<file path="config.mk">
export PLATFORM = sky130hd
export DESIGN_NAME = bounded_stack_palindrome_check_core
export DESIGN_NICKNAME = d
export VERILOG_FILES = /design/src/hw/rtl/bspc_pkg.sv /design/src/hw/rtl/bspc_mem.sv /design/src/hw/rtl/bounded_stack_palindrome_check_core.sv
export SDC_FILE = /design/constraint.sdc
export NUM_CORES = 1
export LEC_CHECK = 0
export ABC_CLOCK_PERIOD_IN_PS = 4300
export BUFFER_PORTS_ARGS = -buffer_cell sky130_fd_sc_hd__buf_4
export CAP_MARGIN = 15
export CORE_MARGIN = 4
export CORE_UTILIZATION = 45
export DETAILED_ROUTE_END_ITERATION = 16
export HOLD_SLACK_MARGIN = 0.08
export PLACE_DENSITY = 0.71
export SETUP_SLACK_MARGIN = 0.1
export SLEW_MARGIN = 15
export SYNTH_ARGS = -nofsm -noshare
export SYNTH_HDL_FRONTEND = slang
export SYNTH_SLANG_ARGS = --single-unit
export TNS_END_PERCENT = 20
</file>
<file path="constraint.sdc">
create_clock -name clk -period 4.3 [get_ports clk]
set_input_delay 0.215 -clock clk [delete_from_list [all_inputs] [get_ports clk]]
set_output_delay 0.215 -clock clk [all_outputs]
set_load 0.005 [all_outputs]
</file>
<file path="src/hw/rtl/bspc_pkg.sv">
`default_nettype none
// ---------------------------------------------------------------------------
// bspc_pkg
// Shared types and codes for the bounded stack with palindrome check.
// ---------------------------------------------------------------------------
package bspc_pkg;

  localparam int WORD_W        = 32;
  localparam int DEPTH_W       = 4;
  localparam int DEF_STACK_DEPTH = 8;

  localparam logic [1:0] CMD_PUSH  = 2'd0;
  localparam logic [1:0] CMD_POP   = 2'd1;
  localparam logic [1:0] CMD_CHECK = 2'd2;

  localparam logic [1:0] STAT_OK        = 2'd0;
  localparam logic [1:0] STAT_OVERFLOW  = 2'd1;
  localparam logic [1:0] STAT_UNDERFLOW = 2'd2;

  typedef struct packed {
    logic [1:0]              cmd;
    logic signed [WORD_W-1:0] push_value;
  } request_t;

  typedef struct packed {
    logic signed [WORD_W-1:0] pop_value;
    logic [1:0]               status;
    logic                     is_palindrome;
    logic [DEPTH_W-1:0]       depth_now;
  } result_t;

  typedef enum logic [1:0] {
    ST_IDLE,
    ST_POP,
    ST_CHK
  } state_t;

endpackage : bspc_pkg
`default_nettype wire

</file>
<file path="src/hw/rtl/bspc_mem.sv">
`default_nettype none
// ---------------------------------------------------------------------------
// bspc_mem
// Stack storage: one write port, two read ports, registered read data.
// ---------------------------------------------------------------------------
module bspc_mem #(
  parameter int DEPTH = bspc_pkg::DEF_STACK_DEPTH,
  parameter int AW    = (DEPTH > 1) ? $clog2(DEPTH) : 1
) (
  input  wire logic                           clk,
  input  wire logic                           wr_en,
  input  wire logic [AW-1:0]                  wr_addr,
  input  wire logic [bspc_pkg::WORD_W-1:0]    wr_data,
  input  wire logic [AW-1:0]                  rd_addr_a,
  input  wire logic [AW-1:0]                  rd_addr_b,
  output      logic [bspc_pkg::WORD_W-1:0]    rd_data_a,
  output      logic [bspc_pkg::WORD_W-1:0]    rd_data_b
);
  import bspc_pkg::*;

  logic [WORD_W-1:0] mem [DEPTH];

  always_ff @(posedge clk) begin
    if (wr_en) begin
      mem[wr_addr] <= wr_data;
    end
  end

  always_ff @(posedge clk) begin
    rd_data_a <= mem[rd_addr_a];
    rd_data_b <= mem[rd_addr_b];
  end

endmodule : bspc_mem
`default_nettype wire

</file>
<file path="src/hw/rtl/bounded_stack_palindrome_check_core.sv">
`default_nettype none
// ---------------------------------------------------------------------------
// bounded_stack_palindrome_check_core
// Bounded LIFO of signed words with overflow/underflow status and a
// palindrome check of the stored contents.
// ---------------------------------------------------------------------------
// A beat is taken when start is high and busy is low; its result appears on
// result for exactly one cycle with done high and cannot be held off. Push,
// a refused pop, an unused command and a check of zero or one entries are
// answered from ST_IDLE: the result shows the next cycle and busy stays low.
// A pop passes through ST_POP, where the registered read data of the stack
// memory is captured. A check of n entries (n >= 2) walks inward in ST_CHK: the
// memory's two read ports fetch one bottom/top pair per cycle and the pair is
// compared the cycle after; a mismatch ends the walk early.
module bounded_stack_palindrome_check_core #(
  parameter int STACK_DEPTH = bspc_pkg::DEF_STACK_DEPTH
) (
  input  wire logic               clk,
  input  wire logic               rst,
  input  wire logic               start,
  output      logic               busy,
  input  wire bspc_pkg::request_t request,
  output      logic               done,
  output      bspc_pkg::result_t  result
);
  import bspc_pkg::*;

  localparam int AW = (STACK_DEPTH > 1) ? $clog2(STACK_DEPTH) : 1;
  localparam int CW = $clog2(STACK_DEPTH + 1);

  state_t        state, state_next;
  logic [CW-1:0] count, count_next;
  logic [AW-1:0] lo, lo_next;
  logic [AW-1:0] hi, hi_next;
  logic          last, last_next;
  logic          done_next;
  result_t       result_next;

  logic              wr_en;
  logic [AW-1:0]     wr_addr;
  logic [AW-1:0]     rd_addr_a;
  logic [AW-1:0]     rd_addr_b;
  logic [WORD_W-1:0] rd_data_a;
  logic [WORD_W-1:0] rd_data_b;

  bspc_mem #(
    .DEPTH(STACK_DEPTH),
    .AW   (AW)
  ) u_mem (
    .clk      (clk),
    .wr_en    (wr_en),
    .wr_addr  (wr_addr),
    .wr_data  (request.push_value),
    .rd_addr_a(rd_addr_a),
    .rd_addr_b(rd_addr_b),
    .rd_data_a(rd_data_a),
    .rd_data_b(rd_data_b)
  );

  assign busy = (state != ST_IDLE);

  always_ff @(posedge clk) begin
    if (rst) begin
      state <= ST_IDLE;
      count <= '0;
      done  <= 1'b0;
    end else begin
      state <= state_next;
      count <= count_next;
      done  <= done_next;
    end
    lo     <= lo_next;
    hi     <= hi_next;
    last   <= last_next;
    result <= result_next;
  end

  always_comb begin
    state_next  = state;
    count_next  = count;
    lo_next     = lo;
    hi_next     = hi;
    last_next   = last;
    done_next   = 1'b0;
    result_next = result;
    wr_en       = 1'b0;
    wr_addr     = AW'(count);
    rd_addr_a   = lo;
    rd_addr_b   = hi;

    unique case (state)
      ST_IDLE: begin
        if (start) begin
          result_next.pop_value     = '0;
          result_next.status        = STAT_OK;
          result_next.is_palindrome = 1'b0;
          unique case (request.cmd)
            CMD_PUSH: begin
              done_next = 1'b1;
              if (count == CW'(STACK_DEPTH)) begin
                result_next.status = STAT_OVERFLOW;
              end else begin
                wr_en      = 1'b1;
                count_next = count + 1'b1;
              end
            end
            CMD_POP: begin
              if (count == '0) begin
                done_next          = 1'b1;
                result_next.status = STAT_UNDERFLOW;
              end else begin
                rd_addr_a  = AW'(count - 1'b1);
                count_next = count - 1'b1;
                state_next = ST_POP;
              end
            end
            CMD_CHECK: begin
              if ({1'b0, count} <= (CW+1)'(1)) begin
                done_next                 = 1'b1;
                result_next.is_palindrome = 1'b1;
              end else begin
                // fetch the outermost pair, queue the next one inward
                rd_addr_a  = '0;
                rd_addr_b  = AW'(count - 1'b1);
                lo_next    = AW'(1);
                hi_next    = AW'(count - CW'(2));
                last_next  = ({2'b0, count} <= (CW+2)'(3));
                state_next = ST_CHK;
              end
            end
            default: begin
              done_next = 1'b1;
            end
          endcase
        end
      end
      ST_POP: begin
        done_next             = 1'b1;
        result_next.pop_value = rd_data_a;
        state_next            = ST_IDLE;
      end
      ST_CHK: begin
        // compare the pair read last cycle, fetch the next one meanwhile
        lo_next   = lo + 1'b1;
        hi_next   = hi - 1'b1;
        last_next = (({1'b0, hi} - {1'b0, lo}) <= (AW+1)'(2));
        if (rd_data_a != rd_data_b) begin
          done_next                 = 1'b1;
          result_next.is_palindrome = 1'b0;
          state_next                = ST_IDLE;
        end else if (last) begin
          done_next                 = 1'b1;
          result_next.is_palindrome = 1'b1;
          state_next                = ST_IDLE;
        end
      end
      default: begin
        state_next = ST_IDLE;
      end
    endcase

    if (done_next) begin
      result_next.depth_now = DEPTH_W'({{DEPTH_W{1'b0}}, count_next});
    end
  end

`ifndef SYNTHESIS
  a_push_one_cycle: assert property (@(posedge clk) disable iff (rst)
    (start && !busy && request.cmd == CMD_PUSH) |=> (done && !busy))
    else $error("push did not complete in one cycle");

  a_overflow_full: assert property (@(posedge clk) disable iff (rst)
    (done && result.status == STAT_OVERFLOW) |-> (count == CW'(STACK_DEPTH)))
    else $error("overflow reported on a stack that is not full");

  a_underflow_empty: assert property (@(posedge clk) disable iff (rst)
    (done && result.status == STAT_UNDERFLOW) |->
      (count == '0 && result.pop_value == '0))
    else $error("underflow reported on a non-empty stack");

  a_check_no_pop: assert property (@(posedge clk) disable iff (rst)
    (done && result.is_palindrome) |->
      (result.status == STAT_OK && result.pop_value == '0))
    else $error("check result carries pop data or an error status");

  a_pop_ends: assert property (@(posedge clk) disable iff (rst)
    (state == ST_POP) |=> (done && state == ST_IDLE))
    else $error("pop read did not deliver its beat");
`endif

endmodule : bounded_stack_palindrome_check_core
`default_nettype wire
</file>
==> flow_metrics.env, run 1 <==
export IMPL_synth_cells=1122
export IMPL_insertion_delay_ps=530
export IMPL_rsz0062_at_grt="no"
export IMPL_cp_data_arrival_time_ps=3750
export IMPL_final_hold_viol_count=0
export IMPL_drt_initial_drc_count=883
export IMPL_vias=10100
export IMPL_yosys_area_top_type="edfxtp_1"
export IMPL_ys_types=55
export IMPL_grt_pass1_vias=10100
export IMPL_synth_nets=1176
export IMPL_netlist_area_mm2=0.0162
export IMPL_rrSetupSlack_ps=990
export IMPL_yosysWarnings=0
export IMPL_r2r_end="u_mem.rd_data_b[4]$_DFF_P_"
export IMPL_path_class="reg2reg"
export IMPL_synthTopCellsByArea="edfxtp_1, dfxtp_1, mux2i_1, a211oi_1, mux2_1"
export IMPL_worst_path_max_fanout=48
export IMPL_cp_start_kind="flip-flop"
export IMPL_avgSynthCellArea_um2=14.4
export IMPL_cts_resized=0
export IMPL_die_area_mm2=0.0390
export IMPL_required_ps=4740
export IMPL_portBuffers=77
export IMPL_globalplace_congestion=0.826
export IMPL_root_buffer="clkbuf_16"
export IMPL_grt_ovfl_total=0
export IMPL_die_h_um=198
export IMPL_synth_seq_cells=373
export IMPL_r2r_start="count[1]$_SDFF_PP0_"
export IMPL_cp_slowest_cell="mux2i_4"
export IMPL_wl_per_cell_um=23.0
export IMPL_power_leakage_nw=6.81
export IMPL_initial_core_util_pct=45.6
export IMPL_clk_pin_slew_ps=60
export IMPL_seq_area_frac_synth_pct=64.9
export IMPL_grtUsageTotal_pct=19.9
export IMPL_core_area_mm2=0.0355
export IMPL_period_share_pct=77.0
export IMPL_hp_class="in2reg"
export IMPL_fmax_ghz=0.302
export IMPL_cts_buffers=39
export IMPL_fin_util_pct=53.8
export IMPL_slew_viol_final=0
export IMPL_fin_nets=1285
export IMPL_synth_most_common_cell="edfxtp_1"
export IMPL_ioPinCount=78
export IMPL_rows=69
export IMPL_final_setup_viol_count=0
export IMPL_drive_gt1_share_pct=17.2
export IMPL_die_width_um=198
export IMPL_crit_chain="inv_1 > ha_1 > nor2_1 > o211ai_4 > mux2i_4 > buf_12 > nand2_1 > a32o_1 > a211oi_1"
export IMPL_hold_buffers=33
export IMPL_grt_max_degree=67
export IMPL_via_per_inst=5.87
export IMPL_worst_pin_slew_ps=962
export IMPL_fin_crit_ps=3310
export IMPL_finalClockSkew_ps=11.6
export IMPL_antenna_found_initial=3
export IMPL_synthTopCellsByCount="edfxtp_1, mux2i_1, nand2_1"
export IMPL_layout_setup_ws_ps=988
export IMPL_drtAntennaViolNets=0
export IMPL_grt_pass1_wl_um=59600
export IMPL_outcome="complete, no violations"
export IMPL_critical_path_endpoint_type="flip-flop"
export IMPL_drt_total_wl_um=39600
export IMPL_synth_top_area_share_pct=56.1
export IMPL_clock_sinks=373
export IMPL_clock_path_buffers=3
export IMPL_max_vdd_ir_drop_uv=233
export IMPL_cpPeakStageDelay_ps=720
export IMPL_async_reset_ff_share_pct=0
export IMPL_hpwl_um=22300
export IMPL_cts_max_level=2
export IMPL_critPathBufInv=2
export IMPL_firstDrtPassIters=5
export IMPL_holdPathStages=3
export IMPL_ys_flop_type="edfxtp_1"
export IMPL_area_growth_pct=18.0
export IMPL_synth_edf_count=302
export IMPL_fin_setup_tns_ps=0
export IMPL_cpLargestDelayFamily="compound AO/OA/AOI/OAI gates"
export IMPL_r2r_cells=9
export IMPL_pre_cts_ws_ps=995
export IMPL_power_density_mw_per_mm2=429
export IMPL_slew_headroom_pct=35.9
export IMPL_tritoncts="done"
export IMPL_drc=0
export IMPL_post_cts_buffers=0
export IMPL_max_cap_violations=0
export IMPL_hold_path_end="result[4]$_DFFE_PP_"
export IMPL_hold_start="start"
[registers in the layout, summed over array words and instances (netlist names)]
name             cells
state                2
done                 1
result              39
last                 1
u_mem.rd_data_b     32
count                4
lo                   3
u_mem.rd_data_a     32
hi                   3
u_mem.mem          256
[worst max-delay path by stage]
stage | start | to | slack [ps] | cells after the start
final | count[1]$_SDFF_PP0_ | u_mem.rd_data_b[4]$_DFF_P_ | 990 | 9
after detailed placement | count[1]$_SDFF_PP0_ | u_mem.rd_data_b[7]$_DFF_P_ | 1000 | 9
after global placement | count[1]$_SDFF_PP0_ | u_mem.rd_data_b[8]$_DFF_P_ | 1170 | 9
after CTS | count[1]$_SDFF_PP0_ | u_mem.rd_data_b[7]$_DFF_P_ | 1000 | 9
after floorplan | count[0]$_SDFF_PP0_ | u_mem.mem[2][0]$_DFFE_PP_ | -320 | 7
after global routing | count[1]$_SDFF_PP0_ | u_mem.rd_data_b[7]$_DFF_P_ | 750 | 9
[worst min-delay path: stages]
cell,delay (ps)
buf_4,120
nand3_1,70
o22ai_1,90
[cells in the final DEF (no fill, tap or decap), types with 32 or more instances in the layout]
master / n
a211oi_1: 66
a221o_1: 32
a32o_1: 33
and2_1: 65
buf_4: 98
clkbuf_16: 41
dfxtp_1: 71
dlygate4sd3_1: 33
edfxtp_1: 302
mux2_1: 40
mux2i_1: 127
nand2_1: 79
o22ai_1: 35
xnor2_1: 35
[power by group]
group | internal (mW) | switching, mW
sequential | 4.00 | 0.0529
clock | 2.12 | 1.34
combinational | 0.289 | 0.385
total | 6.41 | 1.78
[layer usage]
layer / share of wire [%] / track usage (%)
met1: 41 / 26.2
met2: 48 / 32.9
met4: 3.0 / 7.40
met5: 0.018 / 0
met3: 7.8 / 4.01
[kinds of logic after synthesis]
kind of cell,after synthesis,synth area share [%]
DFF,373,64.9
and+or+nand+nor,204,6.45
xor gates and xnor gates,37,2.00
muxes,193,12.5
adders and majority gates,17,1.36
buffers and inverters,92,2.54
AOI/OAI and AO/OA,206,10.3
[final cells by class]
| cell class | count | area (um2) |
|---|---|---|
| well taps | 461 | 577 |
| diodes | 2 | 5.00 |
| clock inverters | 18 | 229 |
| inverters | 25 | 98.8 |
| flip-flops and latches | 373 | 10500 |
| clock buffers | 54 | 1110 |
| fillers | 2831 | 16400 |
| repair buffers | 135 | 1150 |
| multi-input cells | 657 | 5430 |
[metrics by stage]
step | power [mW] | hold slack, ps | std cells | area [um2]
final | 8.19 | 145 | 1725 | 19100
after detailed placement | 4.77 | 450 | 1618 | 17400
after global placement | 4.76 | 445 | 1618 | 17400
after CTS | 8.25 | 119 | 1723 | 19100
after floorplan | 4.51 | 284 | 1122 | 16200
after global routing | 8.46 | 149 | 1725 | 19100
No activity file was read; power rests on OpenSTA's default activity.
==> run 2: changes to the inputs <==
--- a/config.mk
+++ b/config.mk
@@ -5,7 +5,7 @@
 export SDC_FILE = /design/constraint.sdc
 export NUM_CORES = 1
 export LEC_CHECK = 0
-export ABC_CLOCK_PERIOD_IN_PS = 4300
+export ABC_CLOCK_PERIOD_IN_PS = 2900
 export BUFFER_PORTS_ARGS = -buffer_cell sky130_fd_sc_hd__buf_4
 export CAP_MARGIN = 15
 export CORE_MARGIN = 4
==> constraint.sdc (replaced) <==
create_clock -name clk -period 2.9 [get_ports clk]
set_input_delay 0.145 -clock clk [delete_from_list [all_inputs] [get_ports clk]]
set_output_delay 0.145 -clock clk [all_outputs]
set_load 0.005 [all_outputs]
==> run 2 against run 1 <==
  * Clock-buffer cell count grew 13
  * Cell area rose by 3.9%
  * Flip-flop and latch count unchanged
  * Clock skew grew 0.62 ps
  * Register-to-register slack lost 810 ps
  * Cell count grew 2.3%
  * First-iteration DRC count is 1.5% higher
  * Critical path type unchanged
  * Critical endpoint is now u_mem.rd_data_a[23]$_DFF_P_
  * Largest power group unchanged
==> flow_metrics.env, run 2 (synthesis results as in run 1) <==
export IMPL_antenna_cells=0
export IMPL_hold_worst_slack_ps=185
export IMPL_hpwl_um=24200
export IMPL_final_common_cell="edfxtp_1"
export IMPL_power_leakage_nw=7.13
export IMPL_drt_total_wl_um=41400
export IMPL_globalplace_congestion=0.825
export IMPL_antenna_found_initial=1
export IMPL_worst_pin_slew_ps=801
export IMPL_reg_top3="u_mem.mem: 256 flops, result: 39 flops"
export IMPL_die_area_mm2=0.0390
export IMPL_clock_sinks=373
export IMPL_ioPinCount=78
export IMPL_fin_crit_ps=2720
export IMPL_hp_class="in2reg"
export IMPL_drt_initial_drc_count=896
export IMPL_top_register="u_mem.mem"
export IMPL_fmax_ghz=0.368
export IMPL_core_area_mm2=0.0355
export IMPL_finalClockSkew_ps=12.3
export IMPL_die_width_um=198
export IMPL_path_class="reg2reg"
export IMPL_required_ps=3310
export IMPL_period_share_pct=93.8
export IMPL_crit_end="u_mem.rd_data_a[23]$_DFF_P_"
export IMPL_n_fill_cell=2783
export IMPL_outcome="complete, no violations"
export IMPL_power_density_mw_per_mm2=614
export IMPL_max_cap_violations=0
export IMPL_stdcell_count=1764
export IMPL_clock_path_buffers=3
export IMPL_tritoncts="done"
export IMPL_final_hold_viol_count=0
export IMPL_worst_path_max_fanout=9
export IMPL_startpoint="count[0]$_SDFF_PP0_"
export IMPL_p_total_mw=12.2
export IMPL_grt_ovfl_total=0
export IMPL_vias=10300
export IMPL_cp_data_arrival_time_ps=3130
export IMPL_slew_headroom_pct=46.4
export IMPL_drtAntennaViolNets=0
export IMPL_portBuffers=77
export IMPL_dp_cells=1645
export IMPL_grt_max_degree=65
export IMPL_r2r_start="count[0]$_SDFF_PP0_"
export IMPL_die_h_um=198
export IMPL_cp_start_kind="flip-flop"
export IMPL_grtUsageTotal_pct=20.3
export IMPL_r2r_end="u_mem.rd_data_a[23]$_DFF_P_"
export IMPL_r2r_cells=11
export IMPL_root_buffer="clkbuf_16"
export IMPL_drc=0
export IMPL_wl_per_cell_um=23.4
export IMPL_cts_max_level=2
export IMPL_initial_core_util_pct=45.6
export IMPL_firstDrtPassIters=5
export IMPL_largest_reg_flops=256
export IMPL_drive_gt1_share_pct=20.0
export IMPL_rrSetupSlack_ps=180
export IMPL_rsz0062_at_grt="no"
export IMPL_max_vdd_ir_drop_uv=492
export IMPL_clk_pin_slew_ps=60
export IMPL_grt_pass1_wl_um=61300
export IMPL_rows=69
export IMPL_grt_pass1_vias=10500
export IMPL_layout_common_cells="edfxtp_1, mux2i_1, buf_4"
export IMPL_slew_viol_final=0
export IMPL_area_growth_pct=22.7
export IMPL_insertion_delay_ps=530
export IMPL_critical_path_endpoint_type="flip-flop"
export IMPL_via_per_inst=5.86
export IMPL_final_setup_viol_count=0
export IMPL_fin_nets=1324
export IMPL_cts_buffers=41
[run 2: cell types whose count changed in the layout (fill, tap and decap cells not counted), sizes merged]
cell         delta
bufinv          -5
dlygate4sd3     +1
buf            +32
diode           -2
clkbuf         +17
clkinv          -4
inv             +1
clkinvlp        -1
[run 2: through the flow]
step	worst slack [ps]	instance area (um2)	utilization, %	setup TNS, ps
floorplan	-414	16200	-	-67780
global placement	146	18000	50.6	0
detailed placement	95.5	18000	50.6	0
CTS	109	19600	55.3	0
global route	129	19800	55.9	0
finish	180	19800	55.9	0
[run 2: layout make-up]
type,count,area (um2),share of cell area (%)
inverters,25,98.8,0.498
clock inverters,9,51.3,0.259
flip-flops and latches,373,10500,52.9
repair buffers,172,1840,9.27
clock buffers,67,1270,6.39
well taps,461,577,2.91
multi-input cells,657,5510,27.8
[run 2: critical path, cell delays in order, from the launching register on]
cell and delay [ps]:
dfxtp_2 350, inv_1 110, ha_1 260, nor2_4 150, buf_4 140, o311ai_4 130
a211o_4 450, clkbuf_16 210, o21ai_4 180, clkbuf_16 270, o22ai_1 80, a221o_1 270
[run 2: report_power, final]
| group | leakage (nW) | internal [mW] | switching [mW] |
|---|---|---|---|
| Clock | 0.652 | 2.99 | 2.02 |
| Sequential | 3.36 | 5.93 | 0.0812 |
| Combinational | 3.12 | 0.539 | 0.628 |
| Total | 7.13 | 9.46 | 2.72 |
[run 2: how the worst min path moves through the flow]
stage	from	end	slack, ps	depth (start not counted)
after floorplan	rst	done$_SDFF_PP0_	210	1
after global placement	request[26]	u_mem.mem[7][26]$_DFFE_PP_	370	1
after detailed placement	request[22]	u_mem.mem[7][22]$_DFFE_PP_	380	1
after CTS	request[33]	state[0]$_SDFFE_PP0P_	160	3
after global routing	request[33]	state[0]$_SDFFE_PP0P_	170	3
final	request[33]	state[0]$_SDFFE_PP0P_	180	3
[run 2: repair_timing]
| item | 4_1_cts | 5_1_grt |
|---|---|---|
| gates resized for setup | 0 | 12 |
| hold buffers | 34 | 0 |
| endpoints found under the setup margin | 14 | 35 |
| hold endpoints to repair | 264 | 0 |
| cloned | 0 | 4 |
| buffers inserted | 0 | 4 |
| pin swaps | 1 | 2 |
[run 2: metal layers]
| layer | vias to the layer above | routed length, um | GRT usage [%] | share of wire [%] |
|---|---|---|---|---|
| met3 | 78 | 2600 | 2.81 | 6.3 |
| met5 | - | 7 | 0 | 0.017 |
| li1 | 4666 | - | - | - |
| met1 | 5216 | 17300 | 27.0 | 42 |
| met2 | 373 | 20500 | 34.6 | 49 |
| met4 | 2 | 1030 | 6.63 | 2.5 |
==> run 3: changes to the inputs <==
--- a/config.mk
+++ b/config.mk
@@ -10,6 +10,7 @@
 export CAP_MARGIN = 15
 export CORE_MARGIN = 4
 export CORE_UTILIZATION = 45
+export CTS_BUF_LIST = sky130_fd_sc_hd__clkbuf_8
 export DETAILED_ROUTE_END_ITERATION = 16
 export HOLD_SLACK_MARGIN = 0.08
 export PLACE_DENSITY = 0.71
==> run 3 against run 2 <==
  * Maximum frequency is 0.57% lower
  * Sequential power hardly changed
  * Clock power is 8.0% lower
  * Flip-flop and latch count stayed put
  * Clock-buffer cell count is 2 higher
  * Cell area is 0.54% lower
  * Register-to-register slack worse by 20 ps
  * Hold slack better by 15 ps
  * Sequential share of layout area is 0.29 points higher
  * Combinational power hardly changed
  * Routed wire length hardly changed
  * Largest power group unchanged
==> flow_metrics.env, run 3 (synthesis results as in run 1) <==
export IMPL_critical_path_endpoint_type="flip-flop"
export IMPL_largest_reg_flops=256
export IMPL_portBuffers=77
export IMPL_antenna_found_initial=2
export IMPL_final_common_cell="edfxtp_1"
export IMPL_outcome="complete, no violations"
export IMPL_period_share_pct=94.3
export IMPL_cp_slowest_cell="or3b_4"
export IMPL_drt_total_wl_um=41300
export IMPL_cp_start_kind="flip-flop"
export IMPL_insertion_delay_ps=620
export IMPL_r2r_start="state[0]$_SDFFE_PP0P_"
export IMPL_layout_common_cells="edfxtp_1, mux2i_1, buf_4"
export IMPL_max_cap_violations=0
export IMPL_stdcell_area_mm2=0.0197
export IMPL_cp_data_arrival_time_ps=3240
export IMPL_hpwl_um=24200
export IMPL_via_per_inst=5.80
export IMPL_wl_per_cell_um=23.0
export IMPL_final_setup_viol_count=0
export IMPL_hp_class="in2reg"
export IMPL_slew_headroom_pct=47.0
export IMPL_grt_pass1_wl_um=61700
export IMPL_rows=69
export IMPL_rsz0062_at_grt="no"
export IMPL_clk_pin_slew_ps=60
export IMPL_grt_ovfl_total=0
export IMPL_area_growth_pct=22.0
export IMPL_power_leakage_nw=7.15
export IMPL_tritoncts="done"
export IMPL_clock_sinks=373
export IMPL_firstDrtPassIters=6
export IMPL_finalClockSkew_ps=19.8
export IMPL_path_class="reg2reg"
export IMPL_crit_chain="or3b_4 > clkinv_4 > o311ai_4 > a211o_4 > clkbuf_16 > o21ai_4 > buf_12 > o22ai_1 > a221o_1"
export IMPL_worst_path_max_fanout=16
export IMPL_fmax_ghz=0.365
export IMPL_required_ps=3400
export IMPL_ioPinCount=78
export IMPL_fin_nets=1340
export IMPL_final_hold_viol_count=0
export IMPL_cpPeakStageDelay_ps=510
export IMPL_drc=0
export IMPL_fin_setup_tns_ps=0
export IMPL_die_area_mm2=0.0390
export IMPL_vias=10400
export IMPL_hold_start="request[32]"
export IMPL_die_width_um=198
export IMPL_root_buffer="clkbuf_8"
export IMPL_drive_gt1_share_pct=21.3
export IMPL_top_register="u_mem.mem"
export IMPL_core_area_mm2=0.0355
export IMPL_globalplace_congestion=0.825
export IMPL_max_vdd_ir_drop_uv=389
export IMPL_clock_path_buffers=3
export IMPL_cts_max_level=2
export IMPL_die_h_um=198
export IMPL_initial_core_util_pct=45.6
export IMPL_slew_viol_final=0
export IMPL_hold_worst_slack_ps=199
export IMPL_startpoint="state[0]$_SDFFE_PP0P_"
export IMPL_power_density_mw_per_mm2=596
export IMPL_fin_crit_ps=2740
export IMPL_grt_pass1_vias=10700
export IMPL_grt_max_degree=65
export IMPL_placed_area_mm2=0.0180
export IMPL_drtAntennaViolNets=0
export IMPL_drt_initial_drc_count=821
export IMPL_cts_buffers=59
export IMPL_grtUsageTotal_pct=20.5
export IMPL_worst_pin_slew_ps=791
export IMPL_p_total_mw=11.8
export IMPL_reg_top3="u_mem.mem: 256 flops, result: 39 flops"
run 3: cell types whose count changed in the layout (fill, tap and decap cells not counted), sizes merged, moves of 2 or more:
cell	previous run	this run
inv	26	38
clkinvlp	0	2
bufinv	0	4
buf	134	132
clkinv	8	22
run 3: cell type report:
type | count | area [um2]
fillers | 2807 | 15800
multi-input cells | 657 | 5510
clock inverters | 41 | 298
well taps | 461 | 577
clock buffers | 69 | 950
inverters | 25 | 98.8
diodes | 1 | 2.50
flip-flops and latches | 373 | 10500
repair buffers | 170 | 1800
run 3: where the power goes:
| group | leakage, nW | total (mW) | internal, mW | switching (mW) |
|---|---|---|---|---|
| sequential | 3.36 | 6.01 | 5.93 | 0.0809 |
| combinational | 3.09 | 1.14 | 0.526 | 0.617 |
| clock | 0.691 | 4.61 | 2.53 | 2.08 |
| total | 7.15 | 11.8 | 8.99 | 2.78 |
run 3: worst paths after layout:
kind	endpoint	cells past startpoint	slack, ps
min	state[0]$_SDFFE_PP0P_	4	200
max	u_mem.rd_data_a[8]$_DFF_P_	9	160
min reg2reg	result[27]$_DFFE_PP_	1	550
max reg2reg	u_mem.rd_data_a[8]$_DFF_P_	9	160
run 3: timing repair:
action / CTS / global route
hold buffers: 35 / 0
setup buffers: 3 / 0
setup endpoints to repair: 17 / 34
hold endpoints to repair: 264 / 0
cloned: 0 / 3
resized for setup: 0 / 11
pin swaps: 1 / 3
run 3: stage by stage:
step / setup slack (ps) / std cells / utilization [%]
floorplan: -414 / 1122 / -
global placement: 146 / 1645 / 50.6
detailed placement: 95.5 / 1645 / 50.6
CTS: 101 / 1793 / 55.3
global route: 111 / 1797 / 55.6
finish: 164 / 1797 / 55.6
run 3: critical path: cells and delay by family, from the launching register on:
kind                   cells  cell delay (ps)
AO/OA/AOI/OAI              5             1150
buffers and inverters      3              570
AND/OR/NAND/NOR            1              510
flip-flops                 1              360
run 3: layer usage:
layer | share of wire (%) | GRT usage [%] | routed length, um | vias up
li1 | - | - | - | 4714
met1 | 42 | 26.8 | 17400 | 5254
met2 | 50 | 34.8 | 20500 | 372
met3 | 5.8 | 3.68 | 2410 | 88
met4 | 2.4 | 6.66 | 988 | 2
met5 | 0.017 | 0 | 7 | -
